## config.mk

```make
export PLATFORM = sky130hd
export DESIGN_NAME = rpn_divider
export DESIGN_NICKNAME = d
export VERILOG_FILES = /design/src/rtl/rpn_pkg.sv /design/src/rtl/rpn_divider.sv
export SDC_FILE = /design/constraint.sdc
export NUM_CORES = 1
export LEC_CHECK = 0
export BUFFER_PORTS_ARGS = -buffer_cell sky130_fd_sc_hd__clkbuf_2
export CORE_ASPECT_RATIO = 0.5
export CORE_MARGIN = 3
export CORE_UTILIZATION = 45
export CTS_CLUSTER_SIZE = 25
export DETAILED_ROUTE_END_ITERATION = 8
export PLACE_DENSITY = 0.71
export SLEW_MARGIN = 20
export SYNTH_ARGS = -nofsm -noshare
export SYNTH_HDL_FRONTEND = slang
export SYNTH_SLANG_ARGS = --single-unit
export TNS_END_PERCENT = 50
```

## constraint.sdc

```tcl
create_clock -name clk -period 6.85 [get_ports clk]
set_input_delay 0.685 -clock clk [delete_from_list [all_inputs] [get_ports clk]]
set_output_delay 0.685 -clock clk [all_outputs]
set_load 0.01 [all_outputs]
```

## src/rtl/rpn_pkg.sv

```systemverilog
// Package: shared types, opcodes, status codes and sizes for the RPN stack calculator.
package rpn_pkg;

  localparam int StackDepth = 128;
  localparam int DepthW     = $clog2(StackDepth + 1);
  localparam int DivSteps   = 48;
  localparam int DivCntW    = $clog2(DivSteps + 1);

  typedef enum logic [3:0] {
    OP_PUSH    = 4'd0,
    OP_ADD     = 4'd1,
    OP_SUB     = 4'd2,
    OP_MUL     = 4'd3,
    OP_DIV     = 4'd4,
    OP_MOD     = 4'd5,
    OP_PEEK    = 4'd6,
    OP_DUP     = 4'd7,
    OP_SWAP    = 4'd8,
    OP_CLEAR   = 4'd9,
    OP_POPSHOW = 4'd10
  } op_t;

  typedef enum logic [2:0] {
    ST_OK    = 3'd0,
    ST_UNDER = 3'd1,
    ST_FULL  = 3'd2,
    ST_ZDIV  = 3'd3,
    ST_SWAP  = 3'd4
  } status_t;

  // shift command common to every cell of the stack
  typedef enum logic [2:0] {
    SH_HOLD  = 3'd0,
    SH_PUSH  = 3'd1,
    SH_POP   = 3'd2,
    SH_SWAP  = 3'd3,
    SH_POP2  = 3'd4,
    SH_LOADT = 3'd5
  } shift_t;

  typedef struct packed {
    shift_t      cmd;
    logic [31:0] value;
  } cell_ctl_t;

endpackage

```

## src/rtl/rpn_divider.sv

```systemverilog
// Iterative restoring divider, one quotient bit per cycle, on 48-bit magnitudes.
module rpn_divider (
  input  logic        clk,
  input  logic        rst,
  input  logic        start,
  input  logic [47:0] dividend,
  input  logic [31:0] divisor,
  output logic        busy,
  output logic        done,
  output logic [47:0] quotient,
  output logic [31:0] remainder
);

  logic [rpn_pkg::DivCntW-1:0] count;
  logic [32:0] rem;
  logic [32:0] trial;

  assign trial     = {rem[31:0], quotient[47]} - {1'b0, divisor};
  assign remainder = rem[31:0];

  always_ff @(posedge clk) begin
    if (rst) begin
      busy  <= 1'b0;
      done  <= 1'b0;
      count <= '0;
    end else begin
      done <= 1'b0;
      if (start) begin
        busy     <= 1'b1;
        count    <= rpn_pkg::DivCntW'(rpn_pkg::DivSteps);
        rem      <= '0;
        quotient <= dividend;
      end else if (busy) begin
        if (trial[32]) begin
          rem      <= {rem[31:0], quotient[47]};
          quotient <= {quotient[46:0], 1'b0};
        end else begin
          rem      <= trial;
          quotient <= {quotient[46:0], 1'b1};
        end
        count <= count - 1'b1;
        if (count == rpn_pkg::DivCntW'(1)) begin
          busy <= 1'b0;
          done <= 1'b1;
        end
      end
    end
  end

endmodule

```

==> results of run 1 <==
-- cells by family (layout without fill, tap and decap cells) --
family                     Yosys count  in the layout
buffers and inverters               58            224
adders and majority gates           35             35
xor gates and xnor gates            36             36
muxes                               73             73
DFF                                 88             88
AOI/OAI and AO/OA                   99             99
and+or+nand+nor                    106            106
-- state kept, by name (all words and copies together), names as in the netlist --
signal and flops:
busy 1, done 1, rem 32, count 6
quotient 48
-- area by class of cell --
class                           instances  area (um2)
Fill cell                            1045        4630
Multi-Input combinational cell        349        2710
Sequential cell                        88        2560
Timing Repair Buffer                  166         838
Clock buffer                            9         225
Tap cell                              159         199
Inverter                               42         158
Clock inverter                          7        97.6
-- through the flow --
stage | util [%] | setup WS (ns) | cells | hold WS (ns) | area (um2)
3_5_place_dp | 56.7 | 2.36 | 804 | 0.506 | 6470
3_3_place_gp | 56.7 | 2.44 | 804 | 0.488 | 6470
5_1_grt | 59.5 | 2.40 | 820 | 0.561 | 6790
2_1_floorplan | - | 1.67 | 495 | 0.469 | 5480
4_1_cts | 59.5 | 2.69 | 820 | 0.516 | 6790
6_report | 59.5 | 2.70 | 820 | 0.511 | 6790
-- per-layer routing --
| metal | share of wire [%] | GRT usage [%] | up-vias |
|---|---|---|---|
| met4 | 0.85 | 3.10 | 0 |
| met3 | 6.7 | 5.85 | 11 |
| met2 | 46 | 30.4 | 134 |
| li1 | - | - | 2139 |
| met5 | 0 | 0 | - |
| met1 | 47 | 25.6 | 2012 |
-- cells in the final DEF (no fill, tap or decap), types with 2 or more instances in the layout --
cell	instances
o31ai_1	5
nor2b_1	3
mux2i_1	25
o21ai_0	17
inv_6	2
o221a_2	2
and3_1	4
clkbuf_16	9
a21oi_1	32
ha_1	34
nand2_1	22
a21bo_2	2
buf_4	3
xnor2_1	20
a21o_1	10
edfxtp_1	80
a211oi_1	4
nand4_1	2
o211ai_1	3
inv_8	3
nor4b_1	2
a2111oi_0	2
a31oi_1	2
o21a_1	4
nand3_1	11
clkbuf_2	163
dfxtp_1	8
mux2_2	47
nor2_1	45
inv_1	42
xor2_1	14
nor3_1	6
nand2b_1	6
o21ai_1	2
-- where the power goes --
part | total, mW | switching [mW] | leakage [nW] | internal, mW
Combinational | 0.502 | 0.274 | 2.10 | 0.227
Sequential | 0.683 | 0.0326 | 0.836 | 0.650
Clock | 0.538 | 0.241 | 0.159 | 0.297
Total | 1.72 | 0.548 | 3.09 | 1.17
-- Yosys cell counts (4+ instances only) --
cell	number
and3_1	4
edfxtp_1	80
nor2_1	46
mux2_2	47
o21a_1	4
nand2_1	22
mux2i_1	25
nand2b_1	6
nand3_1	11
a21oi_1	32
o31ai_1	5
xor2_1	14
dfxtp_1	8
clkbuf_1	13
nor3_1	6
ha_1	34
inv_1	42
o21ai_0	17
a21o_1	10
xnor2_1	21
a211oi_1	4
-- worst min-delay path by stage --
stage	startpoint	to	slack, ns	depth (start not counted)
3_5_place_dp	count[1]	count[1]	0.51	2
3_3_place_gp	count[1]	count[1]	0.49	2
4_1_cts	count[1]	count[1]	0.52	2
5_1_grt	count[1]	count[1]	0.56	2
2_1_floorplan	count[1]	count[1]	0.47	2
6_report	count[1]	count[1]	0.51	2
-- worst max-delay path, stage by stage --
cell	delay, ns
clkbuf_2	0.09
ha_1	0.21
fa_1	0.40
nand2b_1	0.19
a21oi_1	0.20
o2111a_1	0.27
o21a_1	0.27
a221o_1	0.27
a21oi_4	0.10
xnor2_2	0.75
buf_4	0.45
mux2i_1	0.23
nor2_1	0.06
==> results.json, run 1 <==
{
  "hold_buffers": 0,
  "cts_setup_buffers": 0,
  "setup_viol": 0,
  "wire_per_inst_um": 15.5,
  "ant_nets": 0,
  "slew_headroom_pct": 29.1,
  "place_hpwl_um": 9340,
  "timing.rr.start": "quotient[47]",
  "drive_gt1_share_pct": 36.2,
  "start_kind": "input port",
  "critPathRequiredTime_ns": 6.90,
  "hold_path.class": "reg -> reg",
  "ff2ff_path_depth": 13,
  "num_rows": 27,
  "outcome": "finished, final reports clean",
  "fin_skew_ns": 0.00811,
  "cellLeakagePower_nw": 3.09,
  "critPathCapture": "rem[7]",
  "grt.overflow.total": 0,
  "synth.area.mux_share_pct": 14.4,
  "rsz0062_at_grt": "false",
  "cts_tree": "built",
  "clk_pin_slew_ns": 0.07,
  "areaGrowthSynthToFinish_pct": 23.9,
  "start_util_pct": 48.0,
  "post-route-period-util_pct": 60.6,
  "die_height_um": 84.0,
  "crit_arrival_ns": 4.20,
  "synth_compound_area_share_pct": 12.0,
  "min_period_ns": 4.15,
  "nets": 774,
  "cts_root_buf": "clkbuf_16",
  "dr.pass1.iters": 4,
  "r2r_setup_slack_ns": 2.72,
  "routed_wirelength_um": 12700,
  "crit_path_max_fanout": 19,
  "clock_latency_ns": 0.34,
  "synth_edf_count": 80,
  "syn_nets": 613,
  "ctsResizeCount": 0,
  "r2r-end": "rem[7]",
  "synthAdderAreaFrac_pct": 8.13,
  "yosysTopAreaCell": "edfxtp_1",
  "antenna_found_initial": 0,
  "grt_pass1_wl_um": 21000,
  "viasPerCell": 5.24,
  "io_buffers": 164,
  "synthFlopType": "edfxtp_1",
  "synth_area_mm2": 0.00548,
  "fmax_ghz": 0.241,
  "gp_congestion": 0.836,
  "crit_type": "in -> reg",
  "synth_xor_area_share_pct": 5.89,
  "cap_violations": 0,
  "first_global_vias": 4274,
  "drt_iter0_drc": 220,
  "ys_ff_latch": 88,
  "grt_max_degree": 90,
  "numCtsBuffers": 9,
  "yosys.area_share.simple_pct": 8.74,
  "peakVddDrop_uv": 129,
  "grtUsageTotal_pct": 18.9,
  "power_mw": 1.72,
  "seq_area_frac_synth_pct": 46.7,
  "io_pins": 165,
  "cts.sinks": 88,
  "async_flop_share_pct": 0,
  "antenna_cells": 0,
  "p_per_area_mw_per_mm2": 253,
  "finalMaxSlewViolations": 0,
  "tightest_slew_ns": 1.06,
  "drc": 0,
  "ys_warn_count": 0,
  "yosys-top-cells-area": "edfxtp_1 44%, mux2_2 9.7%, ha_1 7.8%",
  "cp-end-kind": "flop",
  "yosysTopAreaCellShare_pct": 43.8,
  "die-width_um": 162,
  "dieArea_mm2": 0.0136,
  "h-tree-depth": 3,
  "cp-startpoint": "divisor[0]",
  "clk_path_buf_depth": 2,
  "synth_top_family_by_area": "multiplexers",
  "yosysUniqueCellTypes": 52,
  "core_area_mm2": 0.0114,
  "vias": 4296,
  "syn_avg_cell_area_um2": 11.1,
  "netlist_instances": 495,
  "finalHoldViolCount": 0,
  "timing.setup.tns_ns": 0
}
(Power assumes the default switching activity.)
==> inputs of run 2 (changes only) <==
- PLACE_DENSITY: 0.71 -> 0.74
- clock period: 6.85 -> 3.4 ns (I/O delays scaled with it)
==> run 2 against run 1 <==
Sequential share of layout area decreased by 1.2 points. Final area rose by 3.2%. Final cell count up 1.8%. Worst hold slack got worse by 0.22 ns. Worst setup slack got worse by 2.5 ns. Clock skew grew 0.0048 ns. Global-route usage hardly changed. Combinational power rose by 120%. Power is 110% higher. First-iteration DRC count increased by 16%. Count of clock-buffer cells in the layout stayed put. Wire length is 1.4% higher. Critical path type is now reg -> reg. Largest cell class unchanged.
==> results.json, run 2 (synthesis gave the netlist of run 1 again) <==
{
  "wire_per_inst_um": 15.4,
  "antenna_found_initial": 0,
  "grt-busiest-layer": "met2",
  "clk_path_buf_depth": 2,
  "ff2ff_path_depth": 14,
  "fin_skew_ns": 0.0129,
  "seq_area_mm2": 0.00256,
  "num_rows": 27,
  "grtUsageTotal_pct": 18.9,
  "crit_path_cell_trace": "inv_1 -> ha_1 -> fa_2 -> nand2b_4 -> a21oi_2 -> o2111a_1 -> o21a_1 -> a221o_1 -> a21oi_4 -> xnor2_4 -> buf_4 -> buf_12 -> mux2i_2 -> nor2_1",
  "hold_path_depth": 2,
  "final_common_cell": "clkbuf_2",
  "grt_use_met2_pct": 30.3,
  "io_buffers": 164,
  "min_period_ns": 3.24,
  "swShare_pct": 31.6,
  "areaGrowthSynthToFinish_pct": 27.9,
  "crit_arrival_ns": 3.32,
  "timing.setup.tns_ns": 0,
  "place_hpwl_um": 9470,
  "use_met3_pct": 4.96,
  "multi_input_area_mm2": 0.00279,
  "hold_path.class": "in -> reg",
  "dpl.cell_count": 811,
  "regMostFlops": "quotient",
  "drt_iter0_drc": 256,
  "grt_max_degree": 48,
  "start_util_pct": 48.0,
  "gp_congestion": 0.899,
  "min-delay-start": "dividend[44]",
  "routed_wirelength_um": 12900,
  "core_area_mm2": 0.0114,
  "stdcell_count": 835,
  "cpPeakStageDelay_ns": 0.42,
  "cts_tree": "built",
  "dr.pass1.iters": 4,
  "crit_path_max_fanout": 6,
  "cp-startpoint": "quotient[47]",
  "ant_nets": 0,
  "viasPerCell": 5.23,
  "dieArea_mm2": 0.0136,
  "antenna_cells": 0,
  "cap_violations": 0,
  "cts_root_buf": "clkbuf_16",
  "vias": 4363,
  "rsz0062_at_grt": "false",
  "start_kind": "flop",
  "drc": 0,
  "crit_type": "reg -> reg",
  "h-tree-depth": 3,
  "finalMaxSlewViolations": 0,
  "first_global_vias": 4373,
  "peakVddDrop_uv": 240,
  "clock_latency_ns": 0.35,
  "numCtsBuffers": 9,
  "met1_usage_pct": 25.7,
  "cp-end-kind": "flop",
  "outcome": "finished, final reports clean",
  "clockPowerShare_pct": 30.0,
  "mostFrequentLayoutCells": "163 x clkbuf_2, 80 x edfxtp_1, 47 x mux2_2, 45 x nor2_1, 42 x inv_1",
  "dpl_cell_area_mm2": 0.00652,
  "setup_viol": 0,
  "tightest_slew_ns": 0.658,
  "hold_buffers": 0,
  "cts.sinks": 88,
  "fill_cells": 1007,
  "p_int_mw": 2.45,
  "p_sw_mw": 1.13,
  "io_pins": 165,
  "grt_pass1_wl_um": 21000,
  "timing.rr.start": "quotient[47]",
  "grt.overflow.total": 0,
  "die-width_um": 162,
  "final_area_mm2": 0.00701,
  "slew_headroom_pct": 56.1,
  "cellLeakagePower_nw": 3.18,
  "layout_top_registers": "quotient x48, rem x32, count x6",
  "cpMaxStageDelayCell": "edfxtp_1",
  "final_util_pct": 61.4,
  "p_per_area_mw_per_mm2": 510,
  "fmax_ghz": 0.309,
  "largest_register_ffs": 48,
  "power_frac_comb_pct": 31.4,
  "critPathRequiredTime_ns": 3.48,
  "post-route-period-util_pct": 95.2,
  "finalHoldViolCount": 0,
  "nets": 789,
  "die_height_um": 84.0,
  "p_seq_share_pct": 38.6,
  "whs_ns": 0.294,
  "drive_gt1_share_pct": 38.9,
  "clk_pin_slew_ns": 0.08
}
==> run 2: cell count changes in the layout (fill, tap and decap cells not counted), sizes merged <==
cell	before	now
clkbuf	172	174
buf	3	16
==> run 2: cell type report <==
| type | instances | area share (%) |
|---|---|---|
| timing repair buffer | 181 | 14.0 |
| sequential | 88 | 36.6 |
| clock buffer | 9 | 3.21 |
| clock inverter | 7 | 1.36 |
| inverter | 42 | 2.25 |
| multi-input combinational | 349 | 39.7 |
| tap | 159 | 2.84 |
==> run 2: power by group through the flow <==
stage	clock [mW]	combinational, mW	sequential (mW)
2_1_floorplan	0	0.699	1.42
3_3_place_gp	0	1.01	1.40
3_5_place_dp	0	1.03	1.40
4_1_cts	1.10	1.04	1.38
5_1_grt	1.15	1.24	1.39
6_report	1.07	1.12	1.38
==> run 2: critical path: cells and delay by family (launching register included) <==
family	cells	cell delay, ns
buffers and inverters	3	0.37
adder cells (fa/ha/maj)	2	0.41
AO/OA/AOI/OAI	5	1.18
flip-flops	1	0.42
multiplexers	1	0.21
AND/OR/NAND/NOR	2	0.20
XOR/XNOR	1	0.19
==> run 2: layer usage <==
layer  wire length (um)  share of wire (%)
met5                  0                  0
met4                134                1.0
met3                762                5.9
met2               5910                 46
met1               6080                 47
==> run 2: final timing paths <==
| path | endpoint | slack, ns |
|---|---|---|
| worst max-delay path | rem[25] | 0.16 |
| worst min-delay path | quotient[44] | 0.29 |
| worst max register to register | rem[25] | 0.16 |
| worst min register to register | count[1] | 0.50 |
==> run 2: what timing repair did <==
action	in CTS	in global routing
endpoints found under the hold margin	0	0
endpoints found under the setup margin	0	26
resized for setup	0	17
setup buffers	0	6
==> run 2: metrics by stage <==
step                total power, mW  setup WS (ns)
floorplan                      2.12          0.199
global placement               2.41          0.186
detailed placement             2.43          0.120
CTS                            3.51         0.0838
global route                   3.79        0.00256
finish                         3.58          0.164
