## config.mk

```make
export PLATFORM = sky130hd
export DESIGN_NAME = rpn_cell
export DESIGN_NICKNAME = d
export VERILOG_FILES = /design/src/rtl/rpn_pkg.sv /design/src/rtl/rpn_cell.sv
export SDC_FILE = /design/constraint.sdc
export NUM_CORES = 1
export LEC_CHECK = 0
export BUFFER_PORTS_ARGS = -buffer_cell sky130_fd_sc_hd__clkbuf_2
export CAP_MARGIN = 40
export CELL_PAD_IN_SITES_DETAIL_PLACEMENT = 0
export CELL_PAD_IN_SITES_GLOBAL_PLACEMENT = 1
export CORE_MARGIN = 2
export CORE_UTILIZATION = 29
export CTS_CLUSTER_DIAMETER = 60
export DETAILED_ROUTE_END_ITERATION = 8
export GPL_ROUTABILITY_DRIVEN = 0
export PLACE_DENSITY = 0.88
export RECOVER_POWER = 100
export SLEW_MARGIN = 25
export SYNTH_ARGS = -nofsm -noshare
export SYNTH_HDL_FRONTEND = slang
export SYNTH_SLANG_ARGS = --single-unit
```

## constraint.sdc

```tcl
create_clock -name clk -period 2.5 [get_ports clk]
set_input_delay 0 -clock clk [delete_from_list [all_inputs] [get_ports clk]]
set_output_delay 0 -clock clk [all_outputs]
set_load 0.01 [all_outputs]
```

## src/rtl/rpn_pkg.sv

```systemverilog
// Package: shared types, opcodes, status codes and sizes for the RPN stack calculator.
package rpn_pkg;

  localparam int StackDepth = 128;
  localparam int DepthW     = $clog2(StackDepth + 1);
  localparam int DivSteps   = 48;
  localparam int DivCntW    = $clog2(DivSteps + 1);

  typedef enum logic [3:0] {
    OP_PUSH    = 4'd0,
    OP_ADD     = 4'd1,
    OP_SUB     = 4'd2,
    OP_MUL     = 4'd3,
    OP_DIV     = 4'd4,
    OP_MOD     = 4'd5,
    OP_PEEK    = 4'd6,
    OP_DUP     = 4'd7,
    OP_SWAP    = 4'd8,
    OP_CLEAR   = 4'd9,
    OP_POPSHOW = 4'd10
  } op_t;

  typedef enum logic [2:0] {
    ST_OK    = 3'd0,
    ST_UNDER = 3'd1,
    ST_FULL  = 3'd2,
    ST_ZDIV  = 3'd3,
    ST_SWAP  = 3'd4
  } status_t;

  // shift command common to every cell of the stack
  typedef enum logic [2:0] {
    SH_HOLD  = 3'd0,
    SH_PUSH  = 3'd1,
    SH_POP   = 3'd2,
    SH_SWAP  = 3'd3,
    SH_POP2  = 3'd4,
    SH_LOADT = 3'd5
  } shift_t;

  typedef struct packed {
    shift_t      cmd;
    logic [31:0] value;
  } cell_ctl_t;

endpackage

```

## src/rtl/rpn_cell.sv

```systemverilog
// One stack cell: holds an entry and shifts with its neighbours.
module rpn_cell (
  input  logic              clk,
  input  rpn_pkg::cell_ctl_t ctl,
  input  logic              is_top,
  input  logic [31:0]       above,
  input  logic [31:0]       above2,
  input  logic [31:0]       below,
  output logic [31:0]       value
);

  // cell 0 is the top of stack; deeper cells have higher indexes
  always_ff @(posedge clk) begin
    case (ctl.cmd)
      rpn_pkg::SH_PUSH:  value <= is_top ? ctl.value : above;
      rpn_pkg::SH_POP:   value <= below;
      rpn_pkg::SH_POP2:  value <= is_top ? ctl.value : below;
      rpn_pkg::SH_SWAP:  value <= is_top ? below : above2;
      rpn_pkg::SH_LOADT: value <= is_top ? ctl.value : value;
      default:           value <= value;
    endcase
  end

endmodule

```

==> Flow_metrics.wiki, run 1 <==
{| class="wikitable"
! Metric !! Value
|-
| Result of the run || completed
|-
| Number of flops mapped to enable cells by yosys || 32
|-
| Number of vias in the routed layout || 2701
|-
| Mean routed wirelength per cell || 16.56 µm
|-
| Async set or reset register ratio after synthesis || 0%
|-
| Clock tree root driver cell || clkbuf_8
|-
| Flip-flop and latch count after synthesis || 32
|-
| Post-CTS setup buffer count || 0
|-
| Synthesized area divided by synthesized cell count || 10.83 µm²
|-
| Number of cells on the critical path || 5
|-
| Slew at the pin with the worst max-slew slack || 0.8579 ns
|-
| Net count, final || 539
|-
| Number of H-tree branching levels || 2
|-
| Setup TNS after final layout || 0 ns
|-
| Post-Syn Instances || 255
|-
| Final worst path period need || 1.799 ns
|-
| Clock input transition at the sequential cells of the worst setup and hold paths || 0.07 ns
|-
| Via/cell ratio || 5.039
|-
| CP arrival || 1.81 ns
|-
| Final Hold Violating Endpoints || 0
|-
| Global-route wire length before repair || 13230 µm
|-
| Largest fanout of any net on the critical path || 16
|-
| Remaining max-slew budget at the tightest pin || 42.81%
|-
| Die boundary height || 101.6 µm
|-
| Worst setup path category || input port to register
|-
| Clock tree from TritonCTS || done
|-
| Width of the chip || 101.6 µm
|-
| First DRT Iteration DRCs || 91
|-
| Number of failing setup endpoints in the final timing report || 0
|-
| Maximum achievable frequency || 555.7 MHz
|-
| Maximum capacitance violations || 0
|-
| Drt drc || 0
|-
| Combined global-route utilization of all metal layers || 16.09%
|-
| Cell with the largest stage delay on the worst path || clkbuf_1
|-
| Antenna diode count || 0
|-
| Top flip-flop cell by instance count after synthesis || edfxtp_1
|-
| Crit path buffers/inverters || 2
|-
| Starting Density || 29.88%
|-
| Nets in the synthesized netlist || 388
|-
| Total CTS buffers || 5
|-
| Maximum clock insertion buffer count || 2
|-
| Router iterations before antenna repair || 4
|-
| Worst Setup Start Kind || input port
|-
| Pin count of the biggest net entering global routing || 72
|-
| ANT nets after route || 0
|-
| Post-route worst hold slack || 0.1144 ns
|-
| Area share of the largest cell type after synthesis || 34.80%
|-
| Cell variety after synth || 21
|-
| Final Slew Violations || 0
|-
| Total number of placement rows || 35
|-
| Global-route congestion overflow total || 0
|-
| Worst vdd rail ir drop || 0.0002601 V
|-
| Total power divided by cell area || 473.7 nW/µm²
|-
| Largest register by flop count || value
|-
| Top cells by area, synth || edfxtp_1, mux2i_1, a211oi_1, a211oi_2, o21a_1
|-
| Die ar. || 10320 µm²
|-
| Cell taking the most area after synthesis || edfxtp_1
|-
| Number of top-level pins || 165
|-
| Clock sink count || 32
|-
| Antenna violations before repair || 0
|-
| Cells along the critical path || clkbuf_1, nand2b_2, clkbuf_2, mux2i_1, o221ai_1
|-
| Via count of the first global-routing pass || 2732
|-
| Quantity of I/O buffers inserted on ports || 164
|-
| Number of flip-flops under the largest register name || 32
|-
| Data required time at the worst endpoint || 2.51 ns
|-
| Post-synthesis to final-layout area growth || 35.66%
|-
| Post-Syn Area || 2761 µm²
|-
| Total of cells resized after clock tree synthesis || 0
|-
| Crit path max-delay family || buffers and inverters
|-
| Fin crit share || 71.98%
|-
| Pleak || 1.598 nW
|-
| Syn. warnings || 0
|-
| Largest registers || value: 32 flops
|-
| Type of the most critical hold path || input port to register
|-
| Setup repair after global routing missed its margin || false
|-
| Post-CTS Hold Fix Bufs || 0
|-
| Kind of end point of the critical path || register
|-
| Core Region || 9240 µm²
|-
| Cell depth of the worst min-delay path || 3
|-
| Most frequent cells after synthesis || a211oi_1, mux2i_1, edfxtp_1
|-
| Largest stage delay, worst path || 0.62 ns
|-
| Total length of routed wires || 8877 µm
|-
| Cell with the most instances after synthesis || a211oi_1
|-
| Seq/Total Area, Yosys || 34.80%
|-
| Fraction of final layout cells with drive strength greater than 1 || 42.51%
|-
| Post-DP HPWL || 6531 µm
|}
## path summary, 6_finish.rpt
path | start | endpoint | slack, ns
worst min-delay path | above2[17] | value[17] | 0.11
worst max-delay path | is_top | value[24] | 0.70
## cell type report
class	count	area, µm²
multi-input cells	193	1627
clock buffers	5	68.82
inverters	1	3.754
fillers	935	5494
repair buffers	173	887.1
flip-flops and latches	32	960.9
well taps	129	161.4
clock inverters	3	37.54
## report_power, final
group / internal, W / switching, W
combinational: 0.000255 / 0.000311
sequential: 0.000694 / 0.0000258
clock: 0.000290 / 0.000199
total: 0.00124 / 0.000536
## cells in the final DEF (no fill, tap or decap), drive strengths merged
cell type	Yosys	final
clkbuf	11	171
a211oi	72	72
mux2i	40	40
edfxtp	32	32
nor2b	25	25
o21a	24	24
mux2	8	8
nand2	8	8
o221ai	8	8
buf	18	7
nand2b	3	3
clkinv	0	2
nor2	2	2
xnor2	1	1
xor2	1	1
inv	1	1
o22ai	1	1
bufinv	0	1
## metrics by stage
step | setup slack (ns) | utilization (%) | power, W | cells | area, µm²
2_1_floorplan | 0.5736 | - | 0.001062 | 255 | 2768
3_3_place_gp | 0.9071 | 39.92 | 0.001308 | 527 | 3689
3_5_place_dp | 0.8507 | 39.92 | 0.001324 | 527 | 3689
4_1_cts | 1.158 | 41.07 | 0.001815 | 535 | 3795
5_1_grt | 0.5814 | 40.54 | 0.001860 | 536 | 3746
6_report | 0.7006 | 40.54 | 0.001775 | 536 | 3746
## tightest hold or removal path, stage by stage
cell and delay [ns]:
clkbuf_2 0.07, mux2i_1 0.06, o221ai_1 0.15
## layer usage
metal / part of all wire (%) / vias up / global-route usage, %
met5: 0 / - / 0
met4: 0.33 / 0 / 3.119
met3: 5.9 / 2 / 2.968
met2: 50 / 95 / 29.15
met1: 44 / 1267 / 19.92
li1: - / 1337 / -
## kinds of logic (layout without fill, tap and decap cells)
group	count (synthesis)	after routing	synth area share, %
compound gates	105	105	32.49
mux	48	48	17.76
simple gates	38	38	7.794
flops	32	32	34.80
buf+inv	30	182	6.253
xor+xnor	2	2	0.9064
(Power assumes the default switching activity.)
==> run 2, diff against run 1 <==
--- a/config.mk
+++ b/config.mk
@@ -10,11 +10,11 @@
 export CELL_PAD_IN_SITES_DETAIL_PLACEMENT = 0
 export CELL_PAD_IN_SITES_GLOBAL_PLACEMENT = 1
 export CORE_MARGIN = 2
-export CORE_UTILIZATION = 29
+export CORE_UTILIZATION = 32
 export CTS_CLUSTER_DIAMETER = 60
 export DETAILED_ROUTE_END_ITERATION = 8
 export GPL_ROUTABILITY_DRIVEN = 0
-export PLACE_DENSITY = 0.88
+export PLACE_DENSITY = 0.91
 export RECOVER_POWER = 100
 export SLEW_MARGIN = 25
 export SYNTH_ARGS = -nofsm -noshare
==> constraint.sdc (replaced) <==
create_clock -name clk -period 1.7 [get_ports clk]
set_input_delay 0 -clock clk [delete_from_list [all_inputs] [get_ports clk]]
set_output_delay 0 -clock clk [all_outputs]
set_load 0.01 [all_outputs]
==> Flow_metrics.wiki, run 2 (synthesis results as in run 1) <==
{| class="wikitable"
! Metric !! Value
|-
| Result of the run || completed (unchanged)
|-
| Global-route wire length before repair || 13660 µm (was 13230 µm)
|-
| ANT nets after route || 0 (unchanged)
|-
| Type of the most critical hold path || input port to register (unchanged)
|-
| Quantity of I/O buffers inserted on ports || 164 (unchanged)
|-
| Number of vias in the routed layout || 2729 (was 2701)
|-
| Largest stage delay, worst path || 0.42 ns (was 0.62 ns)
|-
| Final core occ || 44.69% (was 40.54%)
|-
| Final worst slack || 0.4013 ns (was 0.7006 ns)
|-
| Clock sink count || 32 (unchanged)
|-
| Final Hold Violating Endpoints || 0 (unchanged)
|-
| Net count, final || 546 (was 539)
|-
| Count of fill cells added during filler insertion || 840 (was 935)
|-
| Via count of the first global-routing pass || 2970 (was 2732)
|-
| Number of flip-flops under the largest register name || 32 (unchanged)
|-
| Total CTS buffers || 5 (unchanged)
|-
| Pin count of the biggest net entering global routing || 49 (was 72)
|-
| Post-CTS Hold Fix Bufs || 0 (unchanged)
|-
| Antenna violations before repair || 0 (unchanged)
|-
| Width of the chip || 96.90 µm (was 101.6 µm)
|-
| Area taken by flip-flops and latches || 960.9 µm² (unchanged)
|-
| Reported net switching power || 0.0007955 W (was 0.0005358 W)
|-
| Placement-stage worst setup slack || 0.3164 ns (was 0.8507 ns)
|-
| Portion of total power attributed to combinational logic || 33.4% (was 31.9%)
|-
| Total number of placement rows || 33 (was 35)
|-
| Data required time at the worst endpoint || 1.72 ns (was 2.51 ns)
|-
| Mean routed wirelength per cell || 16.58 µm (was 16.56 µm)
|-
| Total power divided by cell area || 665.3 nW/µm² (was 473.7 nW/µm²)
|-
| Die ar. || 9389 µm² (was 10320 µm²)
|-
| Maximum achievable frequency || 770.0 MHz
|-
| Maximum capacitance violations || 0 (unchanged)
|-
| Global-route congestion overflow total || 0 (unchanged)
|-
| Maximum clock insertion buffer count || 2 (unchanged)
|-
| Drt drc || 0 (unchanged)
|-
| Area of the multi-input gates || 1628 µm² (was 1627 µm²)
|-
| Worst setup path category || input port to register (unchanged)
|-
| Core Region || 8299 µm² (was 9240 µm²)
|-
| Antenna diode count || 0 (unchanged)
|-
| Number of top-level pins || 165 (unchanged)
|-
| First DRT Iteration DRCs || 54 (was 91)
|-
| Worst Setup Start Kind || input port (unchanged)
|-
| Seq pwr share || 42.6% (was 40.5%)
|-
| Largest fanout of any net on the critical path || 15 (was 16)
|-
| Leading cell type in the layout, fill and taps excluded || clkbuf_2 (unchanged)
|-
| Total of cells resized after clock tree synthesis || 0 (unchanged)
|-
| Cells along the critical path || clkbuf_2, clkbuf_1, o21a_1, a211oi_1, a211oi_2 (was clkbuf_1, nand2b_2, clkbuf_2, mux2i_1, o221ai_1)
|-
| Die boundary height || 96.90 µm (was 101.6 µm)
|-
| Setup TNS after final layout || 0 ns (unchanged)
|-
| Kind of end point of the critical path || register (unchanged)
|-
| Internal Pwr Total || 0.001672 W (was 0.001239 W)
|-
| Clock input transition at the sequential cells of the worst setup and hold paths || 0.07 ns (about the same)
|-
| Clock network fraction of total power || 23.9% (was 27.6%)
|-
| Number of failing setup endpoints in the final timing report || 0 (unchanged)
|-
| Clock tree from TritonCTS || done (unchanged)
|-
| CP arrival || 1.32 ns (was 1.81 ns)
|-
| Via/cell ratio || 5.258 (was 5.039)
|-
| Post-DP HPWL || 6460 µm (was 6531 µm)
|-
| Worst vdd rail ir drop || 0.0002675 V (was 0.0002601 V)
|-
| Number of H-tree branching levels || 2 (unchanged)
|-
| Post-CTS setup buffer count || 0 (unchanged)
|-
| Largest register by flop count || value (unchanged)
|-
| Router iterations before antenna repair || 4 (unchanged)
|-
| Final worst path period need || 1.299 ns
|-
| Commonest non-fill, non-tap cells in the layout || clkbuf_2, a211oi_1, mux2i_1, clkbuf_1, edfxtp_1 (unchanged)
|-
| Combined global-route utilization of all metal layers || 17.82% (was 16.09%)
|-
| Setup repair after global routing missed its margin || false (unchanged)
|-
| Largest registers || value: 32 flops (unchanged)
|-
| Clock tree root driver cell || clkbuf_8 (unchanged)
|-
| Fraction of final layout cells with drive strength greater than 1 || 44.20% (was 42.51%)
|-
| Slew at the pin with the worst max-slew slack || 0.7794 ns (was 0.8579 ns)
|-
| Final Slew Violations || 0 (unchanged)
|-
| Remaining max-slew budget at the tightest pin || 48.04% (was 42.81%)
|-
| Cell with the largest stage delay on the worst path || clkbuf_1 (unchanged)
|-
| Fin crit share || 76.39%
|-
| Post-synthesis to final-layout area growth || 34.30% (was 35.66%)
|-
| Pleak || 1.613 nW (was 1.598 nW)
|-
| Switching Fraction || 32.24% (was 30.20%)
|-
| Total length of routed wires || 8603 µm (was 8877 µm)
|-
| Starting Density || 33.27% (was 29.88%)
|}
-- run 2: changes by cell type in the layout (fill, tap and decap cells not counted), moves of 2 or more --
cell,previous run,this run
clkinv_2,0,2
clkbuf_2,133,135
a211oi_1,58,55
buf_4,4,11
a211oi_2,14,17
-- run 2: power by group through the flow --
stage / clock network (W) / logic, W / registers, W
2_1_floorplan: 0 / 0.000430 / 0.00113
3_3_place_gp: 0 / 0.000859 / 0.00107
3_5_place_dp: 0 / 0.000876 / 0.00107
4_1_cts: 0.000622 / 0.000878 / 0.00105
5_1_grt: 0.000649 / 0.000902 / 0.00107
6_report: 0.000590 / 0.000825 / 0.00105
-- run 2: layer usage --
| metal | share of wire [%] | vias up | global-route usage [%] |
|---|---|---|---|
| met3 | 7.2 | 15 | 4.624 |
| met5 | 0 | - | 0 |
| met2 | 50 | 119 | 31.68 |
| met1 | 42 | 1257 | 20.93 |
| li1 | - | 1338 | - |
| met4 | 1.5 | 0 | 5.525 |
-- run 2: path summary, 6_finish.rpt --
kind | from | to | slack [ns] | depth (start not counted)
min | above2[17] | value[17] | 0.09 | 3
max | ctl[32] | value[9] | 0.40 | 5
-- run 2: through the flow --
stage	hold WS [ns]	power, W	cell area [µm²]	cells
floorplan	0.2799	0.001563	2775	255
CTS	0.07685	0.002554	3789	519
global placement	0.3740	0.001927	3706	511
global route	0.08018	0.002617	3709	519
detailed placement	0.3823	0.001948	3706	511
finish	0.09118	0.002467	3709	519
-- run 2: cell type report --
cell class | count | area share, %
Timing Repair Buffer | 180 | 24.33
Inverter | 1 | 0.1012
Sequential cell | 32 | 25.91
Clock buffer | 5 | 1.856
Tap cell | 105 | 3.543
Multi-Input combinational cell | 193 | 43.89
Clock inverter | 3 | 0.3711
-- run 2: critical path: cells and delay by family --
kind                   cells  cell delay (ns)
AOI/OAI and AO/OA          3             0.65
buffers and inverters      2             0.66
==> run 3, diff against run 2 <==
--- a/config.mk
+++ b/config.mk
@@ -10,11 +10,11 @@
 export CELL_PAD_IN_SITES_DETAIL_PLACEMENT = 0
 export CELL_PAD_IN_SITES_GLOBAL_PLACEMENT = 1
 export CORE_MARGIN = 2
-export CORE_UTILIZATION = 32
+export CORE_UTILIZATION = 29
 export CTS_CLUSTER_DIAMETER = 60
 export DETAILED_ROUTE_END_ITERATION = 8
 export GPL_ROUTABILITY_DRIVEN = 0
-export PLACE_DENSITY = 0.91
+export PLACE_DENSITY = 0.88
 export RECOVER_POWER = 100
 export SLEW_MARGIN = 25
 export SYNTH_ARGS = -nofsm -noshare
==> constraint.sdc (replaced) <==
create_clock -name clk -period 1.15 [get_ports clk]
set_input_delay 0 -clock clk [delete_from_list [all_inputs] [get_ports clk]]
set_output_delay 0 -clock clk [all_outputs]
set_load 0.01 [all_outputs]
==> Flow_metrics.wiki, run 3 (synthesis results as in run 1) <==
{| class="wikitable"
! Metric !! Value
|-
| Result of the run || completed (unchanged)
|-
| Total of cells resized after clock tree synthesis || 0 (unchanged)
|-
| Switching Fraction || 30.73% (was 32.24%)
|-
| Pleak || 1.693 nW (was 1.613 nW)
|-
| Clock input transition at the sequential cells of the worst setup and hold paths || 0.07 ns (about the same)
|-
| Combined global-route utilization of all metal layers || 17.43% (was 17.82%)
|-
| Commonest non-fill, non-tap cells in the layout || clkbuf_2, a211oi_1, mux2i_1, clkbuf_1, edfxtp_1 (unchanged)
|-
| Post-synthesis to final-layout area growth || 42.05% (was 34.30%)
|-
| Leading cell type in the layout, fill and taps excluded || clkbuf_2 (unchanged)
|-
| Number of failing setup endpoints in the final timing report || 0 (unchanged)
|-
| Global-route wire length before repair || 13930 µm (was 13660 µm)
|-
| Fraction of final layout cells with drive strength greater than 1 || 46.43% (was 44.20%)
|-
| Starting Density || 29.88% (was 33.27%)
|-
| Largest register by flop count || value (unchanged)
|-
| Total power divided by cell area || 1016 nW/µm² (was 665.3 nW/µm²)
|-
| Die boundary height || 101.6 µm (was 96.90 µm)
|-
| Net count, final || 552 (was 546)
|-
| CP arrival || 1.01 ns (was 1.32 ns)
|-
| Fin crit share || 91.42%
|-
| Largest registers || value: 32 flops (unchanged)
|-
| Setup repair after global routing missed its margin || false (unchanged)
|-
| Router iterations before antenna repair || 4 (unchanged)
|-
| Clock sink count || 32 (unchanged)
|-
| Type of the most critical hold path || input port to register (unchanged)
|-
| Pin count of the biggest net entering global routing || 52 (was 49)
|-
| Final Hold Violating Endpoints || 0 (unchanged)
|-
| Quantity of I/O buffers inserted on ports || 164 (unchanged)
|-
| Crit path max-delay family || buffers and inverters (unchanged)
|-
| Reported net switching power || 0.001225 W (was 0.0007955 W)
|-
| Number of H-tree branching levels || 2 (unchanged)
|-
| Via/cell ratio || 5.109 (was 5.258)
|-
| First DRT Iteration DRCs || 72 (was 54)
|-
| Post-route worst hold slack || 0.1209 ns (was 0.09118 ns)
|-
| Cell area after placement || 3889 µm² (was 3706 µm²)
|-
| Post-CTS setup buffer count || 0 (unchanged)
|-
| Antenna diode count || 0 (unchanged)
|-
| Data required time at the worst endpoint || 1.11 ns (was 1.72 ns)
|-
| Number of flip-flops under the largest register name || 32 (unchanged)
|-
| Number of vias in the routed layout || 2805 (was 2729)
|-
| Portion of total power attributed to combinational logic || 33.0% (was 33.4%)
|-
| Width of the chip || 101.6 µm (was 96.90 µm)
|-
| Kind of end point of the critical path || register (unchanged)
|-
| Worst setup path category || input port to register (unchanged)
|-
| Number of top-level pins || 165 (unchanged)
|-
| Cell with the largest stage delay on the worst path || clkbuf_4 (was clkbuf_1)
|-
| Maximum clock insertion buffer count || 2 (unchanged)
|-
| Total length of routed wires || 9206 µm (was 8603 µm)
|-
| Total number of placement rows || 35 (was 33)
|-
| Startpoint of the worst setup timing path || is_top (was ctl[32])
|-
| Final Slew Violations || 0 (unchanged)
|-
| Post-DP HPWL || 7016 µm (was 6460 µm)
|-
| Clock tree from TritonCTS || done (unchanged)
|-
| Total CTS buffers || 5 (unchanged)
|-
| Global-route congestion overflow total || 0 (unchanged)
|-
| Via count of the first global-routing pass || 2888 (was 2970)
|-
| Maximum achievable frequency || 951.2 MHz
|-
| Final worst path period need || 1.051 ns
|-
| Die ar. || 10320 µm² (was 9389 µm²)
|-
| ANT nets after route || 0 (unchanged)
|-
| Worst vdd rail ir drop || 0.0004066 V (was 0.0002675 V)
|-
| Seq pwr share || 39.0% (was 42.6%)
|-
| Maximum capacitance violations || 0 (unchanged)
|-
| Clock network fraction of total power || 28.0% (was 23.9%)
|-
| End point of the critical path || value[7] (was value[9])
|-
| Slew at the pin with the worst max-slew slack || 0.7372 ns (was 0.7794 ns)
|-
| Number of cells on the critical path || 5 (unchanged)
|-
| Final design area excluding fillers || 3923 µm² (was 3709 µm²)
|-
| Drt drc || 0 (unchanged)
|-
| Cells along the critical path || clkbuf_2, nand2b_4, inv_1, o22ai_2, clkbuf_4 (was clkbuf_2, clkbuf_1, o21a_1, a211oi_1, a211oi_2)
|-
| Remaining max-slew budget at the tightest pin || 50.50% (was 48.04%)
|-
| Mean routed wirelength per cell || 16.77 µm (was 16.58 µm)
|-
| Antenna violations before repair || 0 (unchanged)
|-
| Internal Pwr Total || 0.002760 W (was 0.001672 W)
|-
| Largest fanout of any net on the critical path || 18 (was 15)
|-
| Clock tree root driver cell || clkbuf_8 (unchanged)
|-
| Largest stage delay, worst path || 0.35 ns (was 0.42 ns)
|-
| Worst Setup Start Kind || input port (unchanged)
|-
| Crit path buffers/inverters || 3 (was 2)
|-
| Core Region || 9240 µm² (was 8299 µm²)
|-
| Post-CTS Hold Fix Bufs || 0 (unchanged)
|}
run 3: cell types whose count changed in the layout (fill, tap and decap cells not counted), sizes merged:
cell and change:
buf +7, clkinvlp +1, bufinv +1, clkinv -2, clkbuf -1
run 3: metrics by stage:
stage,setup TNS [ns],util [%],instances,power [W],setup slack (ns)
after floorplan,-11.26,-,255,0.002325,-0.3518
after global placement,-3.214,42.09,541,0.002942,-0.1450
after detailed placement,-3.877,42.09,541,0.002969,-0.1656
after CTS,0,43.29,549,0.004098,0.1275
after global routing,0,42.45,549,0.004203,0.05950
final,0,42.45,549,0.003985,0.09871
run 3: area by class of cell:
type / count / area, µm²
multi-input combinational: 193 / 1654
fill: 934 / 5318
inverter: 1 / 3.754
clock inverter: 3 / 42.54
clock buffer: 5 / 68.82
tap: 129 / 161.4
sequential: 32 / 960.9
timing repair buffer: 186 / 1031
run 3: how the worst min path moves through the flow:
stage,start,to,slack (ns),cells past startpoint
after floorplan,above2[17],value[17],0.28,2
after global placement,above2[17],value[17],0.37,3
after detailed placement,above2[0],value[0],0.41,3
after CTS,above2[0],value[0],0.11,3
after global routing,above2[0],value[0],0.12,3
final,above2[0],value[0],0.12,3
run 3: tightest hold or removal path: stages:
cell	delay, ns
clkbuf_2	0.08
mux2i_1	0.06
o221ai_1	0.16
run 3: power groups by stage:
stage / sequential (W) / combinational [W] / clock [W]
after floorplan: 0.00168 / 0.000650 / 0
after global placement: 0.00158 / 0.00136 / 0
after detailed placement: 0.00158 / 0.00139 / 0
after CTS: 0.00156 / 0.00139 / 0.00115
after global routing: 0.00157 / 0.00143 / 0.00120
final: 0.00155 / 0.00131 / 0.00112
run 3: metal layers:
layer	track usage, %	vias up	wire length (µm)
met2	31.78	112	4703
met1	20.65	1331	3749
met5	0	-	0
met3	3.727	10	655
met4	4.470	0	97
li1	-	1352	-
